===== src/hdl/ffpa_pkg.sv =====
package ffpa_pkg;

    localparam int MAX_PARTITIONS = 16;
    localparam int IDX_W  = (MAX_PARTITIONS > 1) ? $clog2(MAX_PARTITIONS) : 1;
    localparam int CNT_W  = $clog2(MAX_PARTITIONS + 1);
    localparam int KB_W   = 16;
    localparam int STEP_W = 4;

    localparam logic [KB_W-1:0] AVAILABLE_KB_RESET = 16'd3072;

    // result status codes
    localparam logic [2:0] ST_OK       = 3'd0;
    localparam logic [2:0] ST_EXCEEDS  = 3'd1;
    localparam logic [2:0] ST_ALL_USED = 3'd2;
    localparam logic [2:0] ST_TOO_BIG  = 3'd3;
    localparam logic [2:0] ST_CLOSED   = 3'd4;

    // datapath operations
    localparam logic [1:0] OP_NONE  = 2'd0;
    localparam logic [1:0] OP_LOAD  = 2'd1;
    localparam logic [1:0] OP_GRANT = 2'd2;
    localparam logic [1:0] OP_CLOSE = 2'd3;

    // jump conditions
    localparam logic [3:0] C_NEVER       = 4'd0;
    localparam logic [3:0] C_NO_IN       = 4'd1;
    localparam logic [3:0] C_IS_ALLOC    = 4'd2;
    localparam logic [3:0] C_CLOSED_FULL = 4'd3;
    localparam logic [3:0] C_TOO_BIG     = 4'd4;
    localparam logic [3:0] C_NONE_FREE   = 4'd5;
    localparam logic [3:0] C_SCAN_END    = 4'd6;
    localparam logic [3:0] C_FIT         = 4'd7;
    localparam logic [3:0] C_OUT_BUSY    = 4'd8;

    // microprogram steps
    localparam logic [STEP_W-1:0] S_FETCH      = 4'd0;
    localparam logic [STEP_W-1:0] S_DISPATCH   = 4'd1;
    localparam logic [STEP_W-1:0] S_LOAD_CHK   = 4'd2;
    localparam logic [STEP_W-1:0] S_LOAD       = 4'd3;
    localparam logic [STEP_W-1:0] S_ALLOC      = 4'd5;
    localparam logic [STEP_W-1:0] S_SCAN       = 4'd6;
    localparam logic [STEP_W-1:0] S_GRANT      = 4'd7;
    localparam logic [STEP_W-1:0] S_EMIT_CLOSE = 4'd8;
    localparam logic [STEP_W-1:0] S_EMIT_EXCD  = 4'd9;
    localparam logic [STEP_W-1:0] S_EMIT_OK    = 4'd10;
    localparam logic [STEP_W-1:0] S_EMIT_USED  = 4'd11;
    localparam logic [STEP_W-1:0] S_EMIT_BIG   = 4'd12;

    typedef struct packed {
        logic              ready;
        logic              emit;
        logic [2:0]        st;
        logic [1:0]        op;
        logic              clr_idx;
        logic              inc_idx;
        logic [3:0]        jc0;
        logic [STEP_W-1:0] jt0;
        logic [3:0]        jc1;
        logic [STEP_W-1:0] jt1;
        logic [STEP_W-1:0] nxt;
    } ctrl_t;

    typedef struct packed {
        logic no_in;
        logic is_alloc;
        logic closed_full;
        logic too_big;
        logic none_free;
        logic scan_end;
        logic fit;
        logic out_busy;
    } flags_t;

    // Actions of a step run only when neither jump is taken.
    function automatic ctrl_t ucode(input logic [STEP_W-1:0] step);
        ctrl_t w;
        w = '0;
        w.nxt = S_FETCH;
        case (step)
            S_FETCH:
            begin
                w.ready = 1'b1;
                w.jc0   = C_NO_IN;
                w.jt0   = S_FETCH;
                w.nxt   = S_DISPATCH;
            end
            S_DISPATCH:
            begin
                w.jc0 = C_IS_ALLOC;
                w.jt0 = S_ALLOC;
                w.nxt = S_LOAD_CHK;
            end
            S_LOAD_CHK:
            begin
                w.jc0 = C_CLOSED_FULL;
                w.jt0 = S_EMIT_CLOSE;
                w.jc1 = C_TOO_BIG;
                w.jt1 = S_EMIT_EXCD;
                w.nxt = S_LOAD;
            end
            S_LOAD:
            begin
                w.op  = OP_LOAD;
                w.nxt = S_EMIT_OK;
            end
            S_ALLOC:
            begin
                w.jc0     = C_NONE_FREE;
                w.jt0     = S_EMIT_USED;
                w.clr_idx = 1'b1;
                w.nxt     = S_SCAN;
            end
            S_SCAN:
            begin
                w.jc0     = C_SCAN_END;
                w.jt0     = S_EMIT_BIG;
                w.jc1     = C_FIT;
                w.jt1     = S_GRANT;
                w.inc_idx = 1'b1;
                w.nxt     = S_SCAN;
            end
            S_GRANT:
            begin
                w.op  = OP_GRANT;
                w.nxt = S_EMIT_OK;
            end
            S_EMIT_CLOSE:
            begin
                w.emit = 1'b1;
                w.st   = ST_CLOSED;
                w.jc0  = C_OUT_BUSY;
                w.jt0  = S_EMIT_CLOSE;
            end
            S_EMIT_EXCD:
            begin
                w.emit = 1'b1;
                w.st   = ST_EXCEEDS;
                w.op   = OP_CLOSE;
                w.jc0  = C_OUT_BUSY;
                w.jt0  = S_EMIT_EXCD;
            end
            S_EMIT_OK:
            begin
                w.emit = 1'b1;
                w.st   = ST_OK;
                w.jc0  = C_OUT_BUSY;
                w.jt0  = S_EMIT_OK;
            end
            S_EMIT_USED:
            begin
                w.emit = 1'b1;
                w.st   = ST_ALL_USED;
                w.jc0  = C_OUT_BUSY;
                w.jt0  = S_EMIT_USED;
            end
            S_EMIT_BIG:
            begin
                w.emit = 1'b1;
                w.st   = ST_TOO_BIG;
                w.jc0  = C_OUT_BUSY;
                w.jt0  = S_EMIT_BIG;
            end
            default:
            begin
                w.nxt = S_FETCH;
            end
        endcase
        return w;
    endfunction

endpackage


===== src/hdl/ffpa_sequencer.sv =====
module ffpa_sequencer (
    input  logic            clk,
    input  logic            rst_n,
    input  ffpa_pkg::flags_t flags,
    output ffpa_pkg::ctrl_t  ctrl,
    output logic            exec
);

    logic [ffpa_pkg::STEP_W-1:0] step_reg;
    logic [ffpa_pkg::STEP_W-1:0] step_next;
    logic                        take0;
    logic                        take1;

    function automatic logic cond_sel(input logic [3:0] c, input ffpa_pkg::flags_t f);
        logic r;
        case (c)
            ffpa_pkg::C_NEVER:       r = 1'b0;
            ffpa_pkg::C_NO_IN:       r = f.no_in;
            ffpa_pkg::C_IS_ALLOC:    r = f.is_alloc;
            ffpa_pkg::C_CLOSED_FULL: r = f.closed_full;
            ffpa_pkg::C_TOO_BIG:     r = f.too_big;
            ffpa_pkg::C_NONE_FREE:   r = f.none_free;
            ffpa_pkg::C_SCAN_END:    r = f.scan_end;
            ffpa_pkg::C_FIT:         r = f.fit;
            ffpa_pkg::C_OUT_BUSY:    r = f.out_busy;
            default:                 r = 1'b0;
        endcase
        return r;
    endfunction

    assign ctrl  = ffpa_pkg::ucode(step_reg);
    assign take0 = cond_sel(ctrl.jc0, flags);
    assign take1 = cond_sel(ctrl.jc1, flags);
    assign exec  = !take0 && !take1;

    always_comb
    begin
        if (take0)
        begin
            step_next = ctrl.jt0;
        end
        else if (take1)
        begin
            step_next = ctrl.jt1;
        end
        else
        begin
            step_next = ctrl.nxt;
        end
    end

    always_ff @(posedge clk or negedge rst_n)
    begin
        if (!rst_n)
        begin
            step_reg <= ffpa_pkg::S_FETCH;
        end
        else
        begin
            step_reg <= step_next;
        end
    end

endmodule


===== src/hdl/ffpa_datapath.sv =====
module ffpa_datapath (
    input  logic                      clk,
    input  logic                      rst_n,
    input  ffpa_pkg::ctrl_t           ctrl,
    input  logic                      exec,
    input  logic                      s_tvalid,
    input  logic                      s_tuser,
    input  logic [ffpa_pkg::KB_W-1:0] s_tdata,
    input  logic                      m_tready,
    output logic                      m_tvalid,
    output logic [23:0]               m_tdata,
    input  logic                      available_kb_we,
    input  logic [ffpa_pkg::KB_W-1:0] available_kb_wdata,
    output ffpa_pkg::flags_t          flags
);

    localparam int N = ffpa_pkg::MAX_PARTITIONS;

    logic                            req_alloc_reg;
    logic [ffpa_pkg::KB_W-1:0]       req_size_reg;
    logic [ffpa_pkg::KB_W-1:0]       part_size_mem [N];
    logic [ffpa_pkg::KB_W-1:0]       part_rd_reg;
    logic [N-1:0]                    part_used_reg;
    logic [ffpa_pkg::CNT_W-1:0]      part_count_reg;
    logic [ffpa_pkg::CNT_W-1:0]      used_count_reg;
    logic [ffpa_pkg::KB_W-1:0]       left_kb_reg;
    logic                            closed_reg;
    logic [ffpa_pkg::CNT_W-1:0]      idx_reg;
    logic [ffpa_pkg::CNT_W-1:0]      idx_next;
    logic [ffpa_pkg::IDX_W-1:0]      res_idx_reg;
    logic                            m_tvalid_reg;
    logic [23:0]                     m_tdata_reg;
    logic [ffpa_pkg::IDX_W-1:0]      scan_addr;
    logic [ffpa_pkg::IDX_W-1:0]      rd_addr;
    logic [ffpa_pkg::IDX_W-1:0]      load_addr;
    logic [3:0]                      out_idx;
    logic                            do_load;
    logic                            do_grant;

    assign scan_addr = idx_reg[ffpa_pkg::IDX_W-1:0];
    assign rd_addr   = idx_next[ffpa_pkg::IDX_W-1:0];
    assign load_addr = part_count_reg[ffpa_pkg::IDX_W-1:0];
    assign do_load   = exec && (ctrl.op == ffpa_pkg::OP_LOAD);
    assign do_grant  = exec && (ctrl.op == ffpa_pkg::OP_GRANT);

    assign flags.no_in       = !s_tvalid;
    assign flags.is_alloc    = req_alloc_reg;
    assign flags.closed_full = closed_reg || (part_count_reg == ffpa_pkg::CNT_W'(N));
    assign flags.too_big     = req_size_reg > left_kb_reg;
    assign flags.none_free   = used_count_reg >= part_count_reg;
    assign flags.scan_end    = idx_reg == part_count_reg;
    assign flags.fit         = !part_used_reg[scan_addr] && (req_size_reg <= part_rd_reg);
    assign flags.out_busy    = m_tvalid_reg && !m_tready;

    assign out_idx  = (ctrl.st == ffpa_pkg::ST_OK) ? 4'(res_idx_reg) : 4'd0;
    assign m_tvalid = m_tvalid_reg;
    assign m_tdata  = m_tdata_reg;

    // request latch on the input transfer
    always_ff @(posedge clk)
    begin
        if (exec && ctrl.ready)
        begin
            req_alloc_reg <= s_tuser;
            req_size_reg  <= s_tdata;
        end
    end

    // size read is fetched at the address the scan index moves to
    always_ff @(posedge clk)
    begin
        if (do_load)
        begin
            part_size_mem[load_addr] <= req_size_reg;
        end
        part_rd_reg <= part_size_mem[rd_addr];
    end

    always_ff @(posedge clk)
    begin
        if (do_load)
        begin
            res_idx_reg <= load_addr;
        end
        else if (do_grant)
        begin
            res_idx_reg <= scan_addr;
        end
    end

    always_ff @(posedge clk or negedge rst_n)
    begin
        if (!rst_n)
        begin
            part_used_reg  <= '0;
            part_count_reg <= '0;
            used_count_reg <= '0;
            left_kb_reg    <= ffpa_pkg::AVAILABLE_KB_RESET;
            closed_reg     <= 1'b0;
        end
        else
        begin
            if (do_load)
            begin
                part_count_reg <= part_count_reg + 1'b1;
                left_kb_reg    <= left_kb_reg - req_size_reg;
            end
            else if (available_kb_we && (part_count_reg == '0) && !closed_reg)
            begin
                left_kb_reg <= available_kb_wdata;
            end
            if (do_grant)
            begin
                part_used_reg[scan_addr] <= 1'b1;
                used_count_reg           <= used_count_reg + 1'b1;
            end
            if (exec && (ctrl.op == ffpa_pkg::OP_CLOSE))
            begin
                closed_reg <= 1'b1;
            end
        end
    end

    always_comb
    begin
        if (exec && ctrl.clr_idx)
        begin
            idx_next = '0;
        end
        else if (exec && ctrl.inc_idx)
        begin
            idx_next = idx_reg + 1'b1;
        end
        else
        begin
            idx_next = idx_reg;
        end
    end

    always_ff @(posedge clk or negedge rst_n)
    begin
        if (!rst_n)
        begin
            idx_reg <= '0;
        end
        else
        begin
            idx_reg <= idx_next;
        end
    end

    always_ff @(posedge clk or negedge rst_n)
    begin
        if (!rst_n)
        begin
            m_tvalid_reg <= 1'b0;
        end
        else if (exec && ctrl.emit)
        begin
            m_tvalid_reg <= 1'b1;
        end
        else if (m_tready)
        begin
            m_tvalid_reg <= 1'b0;
        end
    end

    always_ff @(posedge clk)
    begin
        if (exec && ctrl.emit)
        begin
            m_tdata_reg <= {1'b0, left_kb_reg, out_idx, ctrl.st};
        end
    end

endmodule


===== src/hdl/first_fit_partition_allocator_unit.sv =====
// First-fit fixed-partition allocator. A load request (tuser 0) appends a
// partition of size tdata kB while a table slot is free and the unpartitioned
// memory covers it; a load that does not fit is refused and closes loading.
// An allocate request (tuser 1) takes the first unused partition, in load
// order, that is large enough. One request is handled at a time by a small
// microcoded sequencer. A load passes the fetch, dispatch, load check, load
// and emit steps (a refused load skips the load step); an allocate with
// nothing free goes from its allocate step straight to an emit step, else
// it scans the loaded partitions in order, examining one table entry per
// cycle, and ends with the grant and emit steps or, when none fits, with
// an emit step. The available_kb register starts at 3072 and reloads the
// remaining memory only while no partition is loaded and loading is open.
module first_fit_partition_allocator_unit (
    input  logic                      clk,
    input  logic                      rst_n,
    input  logic                      s_tvalid,
    output logic                      s_tready,
    input  logic                      s_tuser,   // [0] req_type
    input  logic [ffpa_pkg::KB_W-1:0] s_tdata,   // [15:0] size_kb
    output logic                      m_tvalid,
    input  logic                      m_tready,
    output logic [23:0]               m_tdata,   // [2:0] status, [6:3] partition_index,
                                                 // [22:7] remaining_kb, [23] zero
    input  logic                      available_kb_we,
    input  logic [ffpa_pkg::KB_W-1:0] available_kb_wdata
);

    ffpa_pkg::ctrl_t  ctrl;
    ffpa_pkg::flags_t flags;
    logic             exec;

    assign s_tready = ctrl.ready;

    ffpa_sequencer u_seq (
        .clk   (clk),
        .rst_n (rst_n),
        .flags (flags),
        .ctrl  (ctrl),
        .exec  (exec)
    );

    ffpa_datapath u_dp (
        .clk                (clk),
        .rst_n              (rst_n),
        .ctrl               (ctrl),
        .exec               (exec),
        .s_tvalid           (s_tvalid),
        .s_tuser            (s_tuser),
        .s_tdata            (s_tdata),
        .m_tready           (m_tready),
        .m_tvalid           (m_tvalid),
        .m_tdata            (m_tdata),
        .available_kb_we    (available_kb_we),
        .available_kb_wdata (available_kb_wdata),
        .flags              (flags)
    );

endmodule


===== config.mk =====
export PLATFORM = sky130hd
export DESIGN_NAME = first_fit_partition_allocator_unit
export DESIGN_NICKNAME = d
export VERILOG_FILES = /design/src/hdl/ffpa_pkg.sv /design/src/hdl/ffpa_sequencer.sv /design/src/hdl/ffpa_datapath.sv /design/src/hdl/first_fit_partition_allocator_unit.sv
export SDC_FILE = /design/constraint.sdc
export NUM_CORES = 1
export LEC_CHECK = 0
export BUFFER_PORTS_ARGS = -buffer_cell sky130_fd_sc_hd__buf_4
export CORE_UTILIZATION = 25
export DETAILED_ROUTE_END_ITERATION = 7
export PLACE_DENSITY = 0.38
export SLEW_MARGIN = 20
export SYNTH_ARGS = -nofsm -noshare
export SYNTH_HDL_FRONTEND = slang
export SYNTH_SLANG_ARGS = --single-unit

===== constraint.sdc =====
create_clock -name clk -period 13.28 [get_ports clk]
set_input_delay 0.664 -clock clk [delete_from_list [all_inputs] [get_ports clk]]
set_output_delay 0.664 -clock clk [all_outputs]
set_load 0.05 [all_outputs]

==> flow_summary.yaml, run 1 <==
synth:
  synth_cells: 1059
  synth_top_area_cell: "edfxtp_1"
  syn_nets: 1144
  async_flop_share_pct: 14.4
  synth_warnings: 0
  synth_top_area_share_pct: 56.6
  synthFlopType: "edfxtp_1"
  yosysSeqAreaShare_pct: 66.9
  syn-cell-area_um2: 15900
  synth.distinct_cells: 66
  synth-seq-cells: 369
  synth_edf_count: 300
  syn_avg_cell_area_um2: 15.0
  synthTopCellsByArea: "edfxtp_1, dfrtp_1, mux2_2"
clock_network:
  cts_inserted_buffers: 42
  ctsRootBufferMaster: "clkbuf_16"
  cts_setup_buffers: 0
  cts_resized: 0
  htree_levels: 2
  clock-sinks: 369
  clockBufferDepth: 3
  cts.clk_slew.worst_paths_ns: 0.06
  worstSkewPairLatency_ns: 0.57
  cts_tree: "built"
  cts_hold_buf: 0
timing:
  fin_tns_setup_ns: 0
  setup_viol: 0
  hold_viol: 0
  period_needed_ns: 5.43
  fmax_mhz: 184
  maxSlewViolCount: 0
  relSlewSlack_pct: 34.8
  setup_ws_ns: 7.85
  max_slew.worst_pin.slew_ns: 0.978
  fin_hold_ws_ns: 0.190
  rsz0062_at_grt: "no"
  fin_skew_ns: 0.0216
  finalCritPeriodShare_pct: 40.9
critical_path:
  crit_slowest_cell: "buf_4"
  crit_type: "flip-flop to flip-flop"
  cp_data_required_time_ns: 13.70
  rrSetupSlack_ns: 7.85
  r2r_start: "u_dp.req_size_reg[11]"
  rr_endpoint: "u_dp.part_rd_reg[15]"
  end_kind: "flip-flop"
  worstPathArrival_ns: 5.85
  crit_chain: "ha_1 -> nand4_1 -> nor4_1 -> or4_1 -> o21a_1 -> mux2i_4 -> buf_4 -> buf_4 -> mux2_2 -> a32oi_1 -> nand4_1"
  critPathMaxFanout: 61
  r2r_cells: 11
  cp_slowest_stage_delay_ns: 0.85
  startpoint_type: "flip-flop"
grt:
  grt_antenna_before_repair: 0
  grt_pass1_wl_um: 66600
  gr-total-overflow: 0
  grt_usage_pct: 14.3
  first_global_vias: 9985
  grt_max_degree: 62
floorplan:
  start_util_pct: 25.3
  io_pins: 64
  die_h_um: 254
  core-area_um2: 63000
  rows: 92
  fp.dieW_um: 254
  die_area_um2: 64700
finish:
  drive_gt1_share_pct: 23.0
  final_nets: 1220
  multi_input_area_um2: 5030
  largest_reg_flops: 256
  final_cell_mix: "edfxtp_1, mux2_2, buf_4, inv_1, dfrtp_1"
  mostFrequentLayoutCell: "edfxtp_1"
  antennaDiodeCount: 0
  fillers: 6309
  area_growth_pct: 18.4
  register_area_um2: 10700
placement:
  dp_slack_ns: 7.68
  portBuffers: 62
  place_congestion: 0.731
  place_hpwl_um: 26100
drt:
  firstDrtPassIters: 5
  ant_nets: 0
  viasPerCell: 4.63
  avgRoutedWirePerCell_um: 22.5
  initialDrtViolationCount: 447
  finalWirelength_um: 45400
  vias: 9323
  drc_errors: 0
flow_run:
  cap_violations: 0
pwr:
  peakVddDrop_uv: 177
  power_per_cell_area_nw_per_um2: 230
  leakage_nw: 6.75
  report.power.total_w: 0.00433
run_status:
  outcome: "finished, final reports clean"
min_path:
  min_path_type: "primary input to asynchronous set/reset pin"
[metrics by stage]
| step | cell area (µm²) | util (%) | cells |
|---|---|---|---|
| finish | 18900 | 29.9 | 2015 |
| global route | 18900 | 29.9 | 2015 |
| CTS | 18900 | 29.9 | 2015 |
| detailed placement | 17500 | 27.9 | 1937 |
| global placement | 17500 | 27.9 | 1937 |
| floorplan | 15900 | - | 1059 |
[Yosys cell counts, types with 25 or more instances]
cell type and count:
nor2_1 36, dfrtp_1 51, a32oi_1 30, nand2_1 49, mux2_1 25, ha_1 46, edfxtp_1 300, o21ai_0 46
mux2_2 79, clkbuf_1 25, inv_1 54
[critical path: cells and delay by family, from the launching register on]
family	cells	cell delay, ns
fa+ha+maj	1	0.44
compound gates	2	0.62
buf+inv	2	1.52
flops	1	0.63
mux	2	0.72
simple gates	4	1.30
[power by group]
| part | total [W] | switching (W) | internal, W |
|---|---|---|---|
| clock | 0.00112 | 0.000480 | 0.000644 |
| sequential | 0.00174 | 0.000217 | 0.00152 |
| combinational | 0.00147 | 0.000922 | 0.000551 |
| total | 0.00433 | 0.00162 | 0.00271 |
[area by class of cell]
class                           count  share of cell area (%)
Inverter                           54                    1.07
Clock buffer                       59                    6.08
Timing Repair Buffer               79                    3.15
Multi-Input combinational cell    589                    26.7
Clock inverter                     19                   0.883
Sequential cell                   369                    56.5
Tap cell                          846                    5.61
[kinds of logic after synthesis]
group / share of synthesized area [%]
AOI/OAI and AO/OA: 8.25
xor gates and xnor gates: 0.990
adders and majority gates: 3.74
buffers and inverters: 2.66
DFF: 66.9
muxes: 11.1
other: 0.0235
and+or+nand+nor: 6.33
[per-layer routing]
metal	routed length (µm)	share of wire, %	global-route usage (%)	up-vias
met5	0	0	0	-
met4	1300	2.9	4.99	0
met1	20000	44	18.0	4796
met3	1470	3.2	2.11	75
li1	-	-	-	4271
met2	22600	50	25.0	181
[worst max path at each step]
stage          slack, ns                    to  cells past startpoint             startpoint
2_1_floorplan       9.06    u_dp.req_alloc_reg                     11   u_dp.req_size_reg[0]
3_5_place_dp        7.68  u_dp.part_rd_reg[13]                     11   u_dp.req_size_reg[6]
4_1_cts             7.64  u_dp.part_rd_reg[15]                     11   u_dp.req_size_reg[7]
6_report            7.85  u_dp.part_rd_reg[15]                     11  u_dp.req_size_reg[11]
3_3_place_gp        7.79  u_dp.part_rd_reg[15]                     11   u_dp.req_size_reg[7]
5_1_grt             7.44   u_dp.part_rd_reg[4]                     11  u_dp.req_size_reg[13]
Note: power is estimated with default switching activity, not from simulation.
==> run 2, diff against run 1 <==
clock period = 5.5 ns   (was 13.28 ns; I/O delays follow)
==> run 2 against run 1 <==
  * Critical path depth shrank 1
  * Register-to-register slack lost 7.1 ns
  * Global-route usage shrank 0.18 points
  * Largest cell class unchanged
  * Die area is the same
  * Worst setup slack lost 7.1 ns
  * Via count rose by 0.44%
  * Cell count up 1.8%
==> flow_summary.yaml, run 2 (same netlist as run 1, synthesis figures left out) <==
run_status:
  outcome: "finished, final reports clean"
finish:
  antennaDiodeCount: 0
  final_nets: 1259
  drive_gt1_share_pct: 22.9
  mostFrequentLayoutCell: "edfxtp_1"
  final_cell_area_um2: 19200
  largest_reg_flops: 256
  final_cell_mix: "edfxtp_1, buf_4, mux2_2, inv_1, dfrtp_1"
  area_growth_pct: 20.6
  register_area_um2: 10700
  fillers: 6311
  multi_input_area_um2: 5010
clock_network:
  worstSkewPairLatency_ns: 0.56
  cts_resized: 0
  ctsRootBufferMaster: "clkbuf_16"
  clockBufferDepth: 3
  htree_levels: 2
  cts_inserted_buffers: 42
  cts.clk_slew.worst_paths_ns: 0.06
  clock-sinks: 369
  cts_setup_buffers: 0
  cts_tree: "built"
critical_path:
  startpoint: "u_dp.req_size_reg[13]"
  r2r_start: "u_dp.req_size_reg[13]"
  startpoint_type: "flip-flop"
  worstPathArrival_ns: 5.18
  end_kind: "flip-flop"
  crit_type: "flip-flop to flip-flop"
  cp_data_required_time_ns: 5.94
  critPathMaxFanout: 54
flow_run:
  cap_violations: 0
floorplan:
  rows: 92
  fp.dieW_um: 254
  io_pins: 64
  die_h_um: 254
  start_util_pct: 25.3
  die_area_um2: 64700
  core-area_um2: 63000
pwr:
  report.power.total_w: 0.0105
  leakage_nw: 6.91
  power_per_cell_area_nw_per_um2: 549
  peakVddDrop_uv: 273
grt:
  first_global_vias: 9798
  grt_antenna_before_repair: 0
  grt_max_degree: 55
  gr-total-overflow: 0
  grt_usage_pct: 14.2
  grt_pass1_wl_um: 66500
placement:
  place_congestion: 0.761
  portBuffers: 62
  place_area_um2: 17700
  place_hpwl_um: 27200
min_path:
  min_path_type: "primary input to flip-flop"
  min_from: "available_kb_wdata[11]"
drt:
  ant_nets: 0
  initialDrtViolationCount: 559
  drc_errors: 0
  finalWirelength_um: 44800
  viasPerCell: 4.56
  firstDrtPassIters: 4
  vias: 9364
  avgRoutedWirePerCell_um: 21.8
timing:
  fin_tns_setup_ns: 0
  relSlewSlack_pct: 24.6
  finalCritPeriodShare_pct: 86.1
  fmax_mhz: 211
  max_slew.worst_pin.slew_ns: 1.13
  fin_skew_ns: 0.0172
  period_needed_ns: 4.74
  hold_viol: 0
  setup_viol: 0
  rsz0062_at_grt: "no"
  maxSlewViolCount: 0
==> run 2: cell count changes in the layout (fill, tap and decap cells not counted), moves of 2 or more <==
| cell | before | now |
|---|---|---|
| clkbuf_8 | 1 | 3 |
| nor2_4 | 11 | 9 |
| dlygate4sd3_1 | 0 | 25 |
| buf_12 | 0 | 2 |
| clkinv_1 | 5 | 3 |
| buf_4 | 79 | 91 |
| nor2_2 | 2 | 5 |
| clkbuf_1 | 15 | 22 |
| clkinv_2 | 8 | 2 |
| clkinvlp_4 | 2 | 0 |
==> run 2: final cells by class <==
type / instances / share of cell area (%)
clock inverters: 9 / 0.665
clock buffers: 67 / 6.12
inverters: 54 / 1.06
multi-input cells: 589 / 26.1
repair buffers: 118 / 5.07
well taps: 846 / 5.51
flip-flops and latches: 369 / 55.5
==> run 2: through the flow <==
step,cells,util [%],hold slack (ns),worst slack [ns]
2_1_floorplan,1059,-,-0.0206,1.28
6_report,2052,30.5,0.0503,0.763
3_5_place_dp,1951,28.0,0.415,0.722
4_1_cts,2052,30.5,0.0164,0.677
3_3_place_gp,1951,28.0,0.415,0.838
5_1_grt,2052,30.5,0.0572,0.518
==> run 2: worst max-delay path, stage by stage, from the launching register on <==
cell and delay [ns]:
edfxtp_1 0.64, ha_1 0.41, nand4_1 0.16, nor4_1 0.79, or4_1 0.24, o21a_1 0.39, mux2i_4 0.81, buf_12 0.38
mux2_2 0.38, a32oi_1 0.22, nand4_1 0.11
==> run 2: worst paths after layout <==
kind | slack (ns) | to | depth (start not counted)
worst max-delay path | 0.76 | u_dp.part_rd_reg[10] | 10
worst min-delay path | 0.05 | u_dp.left_kb_reg[11] | 4
worst max register to register | 0.76 | u_dp.part_rd_reg[10] | 10
worst min register to register | 0.45 | u_dp.part_used_reg[14] | 1
max in group asynchronous | 4.64 | u_dp.left_kb_reg[6] | 2
min in group asynchronous | 0.35 | u_seq.step_reg[0] | 2
==> run 2: timing repair <==
item | in CTS | in global routing
hold endpoints to repair | 75 | 0
setup endpoints to repair | 0 | 0
hold buffers | 25 | 0
==> run 2: power by group <==
part / internal, W / switching [W]
clock: 0.00160 / 0.00111
combinational: 0.00141 / 0.00236
sequential: 0.00366 / 0.000398
total: 0.00667 / 0.00387
==> run 2: layer usage <==
layer	part of all wire, %	track usage (%)	vias up
met3	3.6	2.26	65
met1	45	18.5	4786
li1	-	-	4341
met4	2.0	3.72	0
met2	49	24.2	172
met5	0	0	-
==> run 3, diff against run 2 <==
CORE_MARGIN = 2   (was default)
SYNTH_HIERARCHICAL = 1   (was default)
==> run 3 against run 2 <==
  * Clock skew grew 0.0086 ns
  * Core utilization shrank 0.25 points
  * Clock power grew 10%
  * Synthesized area grew 6.8%
  * Cell count grew 14%
  * Cell area grew 6.0%
  * Worst setup slack lost 0.16 ns
  * Synthesized cell count grew 25%
==> flow_summary.yaml, run 3 <==
run_status:
  outcome: "finished, final reports clean"
critical_path:
  crit_slowest_cell: "o31a_2"
  startpoint_type: "flip-flop"
  crit_chain: "buf_4 -> ha_1 -> nor2b_1 -> o211ai_1 -> a21oi_1 -> a211o_1 -> a211o_1 -> a21oi_1 -> a21boi_0 -> o31a_2 -> and4bb_2 -> a21oi_4 -> buf_4 -> mux2i_1 -> a22o_1 -> o22ai_1 -> a221o_1"
  cp_slowest_stage_delay_ns: 0.47
  end_kind: "flip-flop"
  critPathTopFamily: "compound AO/OA/AOI/OAI gates"
  worstPathArrival_ns: 5.42
  crit_type: "flip-flop to flip-flop"
  path_buf_inv: 2
  cp_data_required_time_ns: 6.02
  critPathMaxFanout: 17
clock_network:
  worstSkewPairLatency_ns: 0.58
  ctsRootBufferMaster: "clkbuf_16"
  cts.clk_slew.worst_paths_ns: 0.06
  clock-sinks: 369
  htree_levels: 2
  cts_tree: "built"
  cts_setup_buffers: 0
  clockBufferDepth: 3
  cts_inserted_buffers: 43
pwr:
  peakVddDrop_uv: 302
  power_per_cell_area_nw_per_um2: 545
  leakage_nw: 7.78
  report.power.total_w: 0.0111
drt:
  avgRoutedWirePerCell_um: 22.4
  initialDrtViolationCount: 793
  vias: 11400
  drc_errors: 0
  firstDrtPassIters: 5
  ant_nets: 0
  viasPerCell: 4.89
  finalWirelength_um: 52200
finish:
  mostFrequentLayoutCell: "edfxtp_1"
  area_growth_pct: 19.6
  largest_reg_flops: 256
  final_nets: 1509
  final_cell_mix: "edfxtp_1, nand2_1, buf_4, a21oi_1, o221ai_1"
  drive_gt1_share_pct: 16.6
  antennaDiodeCount: 0
timing:
  fmax_mhz: 204
  fin_tns_setup_ns: 0
  setup_viol: 0
  relSlewSlack_pct: 31.2
  fin_skew_ns: 0.0258
  max_slew.worst_pin.slew_ns: 1.03
  maxSlewViolCount: 0
  finalCritPeriodShare_pct: 89.1
  period_needed_ns: 4.90
  hold_viol: 0
  rsz0062_at_grt: "no"
synth:
  syn_nets: 1407
  synth_cells: 1322
  syn_avg_cell_area_um2: 12.9
  synth_warnings: 6
  syn-cell-area_um2: 17000
floorplan:
  die_area_um2: 70100
  core-area_um2: 67300
  rows: 95
  start_util_pct: 25.3
  fp.dieW_um: 265
  die_h_um: 265
  io_pins: 64
grt:
  grt_pass1_wl_um: 78000
  grt_antenna_before_repair: 1
  grt_usage_pct: 14.9
  grt_max_degree: 64
  first_global_vias: 11900
  gr-total-overflow: 0
placement:
  place_hpwl_um: 31400
  place_congestion: 0.754
  portBuffers: 62
flow_run:
  cap_violations: 0
min_path:
  min_path_type: "primary input to flip-flop"
## run 3: repair_timing
item                                    in CTS  in global routing
resized for setup                            0                  1
endpoints found under the setup margin       0                  6
hold endpoints to repair                    71                  0
hold buffers                                21                  0
## run 3: cell type report
| class | count | area, µm² |
|---|---|---|
| Tap cell | 873 | 1090 |
| Clock buffer | 61 | 1230 |
| Inverter | 51 | 194 |
| Sequential cell | 369 | 10700 |
| Clock inverter | 19 | 238 |
| Multi-Input combinational cell | 814 | 5710 |
| Fill cell | 6833 | 46900 |
| Timing Repair Buffer | 145 | 1230 |
## run 3: worst min-delay path, cell delays in order
cell and delay, ns:
buf_4 0.07, mux2_1 0.11, nand2_1 0.05, o31ai_1 0.05
## run 3: worst paths after layout
check | start | end | slack (ns) | depth (start not counted)
max reg2reg | u_dp/req_size_reg[1] | u_dp/part_rd_reg[7] | 0.60 | 17
min in group asynchronous | rst_n | u_dp/part_used_reg[5] | 0.33 | 2
min reg2reg | u_dp/part_used_reg[3] | u_dp/part_used_reg[3] | 0.46 | 1
min | available_kb_wdata[7] | u_dp/left_kb_reg[7] | 0.04 | 4
max in group asynchronous | rst_n | u_dp/left_kb_reg[12] | 4.63 | 2
max | u_dp/req_size_reg[1] | u_dp/part_rd_reg[7] | 0.60 | 17
## run 3: metal layers
| metal | global-route usage, % | wire length [µm] | up-vias |
|---|---|---|---|
| met5 | 0 | 0 | - |
| met4 | 3.97 | 1190 | 0 |
| li1 | - | - | 5290 |
| met1 | 19.9 | 23700 | 5730 |
| met2 | 25.1 | 24800 | 300 |
| met3 | 2.33 | 2490 | 72 |
## run 3: power breakdown
part,internal (W),switching (W),leakage (nW)
clock network,0.00180,0.00118,0.723
logic,0.00153,0.00257,3.54
registers,0.00370,0.000315,3.52
total,0.00703,0.00407,7.78
## run 3: through the flow
step	instance area (µm²)	hold slack (ns)	utilization, %	setup slack (ns)	cells
finish	20400	0.0431	30.3	0.601	2332
global route	20400	0.0210	30.3	0.208	2332
CTS	20400	0.00402	30.2	0.419	2332
detailed placement	18700	0.410	27.7	0.429	2231
global placement	18700	0.406	27.7	0.501	2231
floorplan	17000	-0.0206	-	0.306	1322
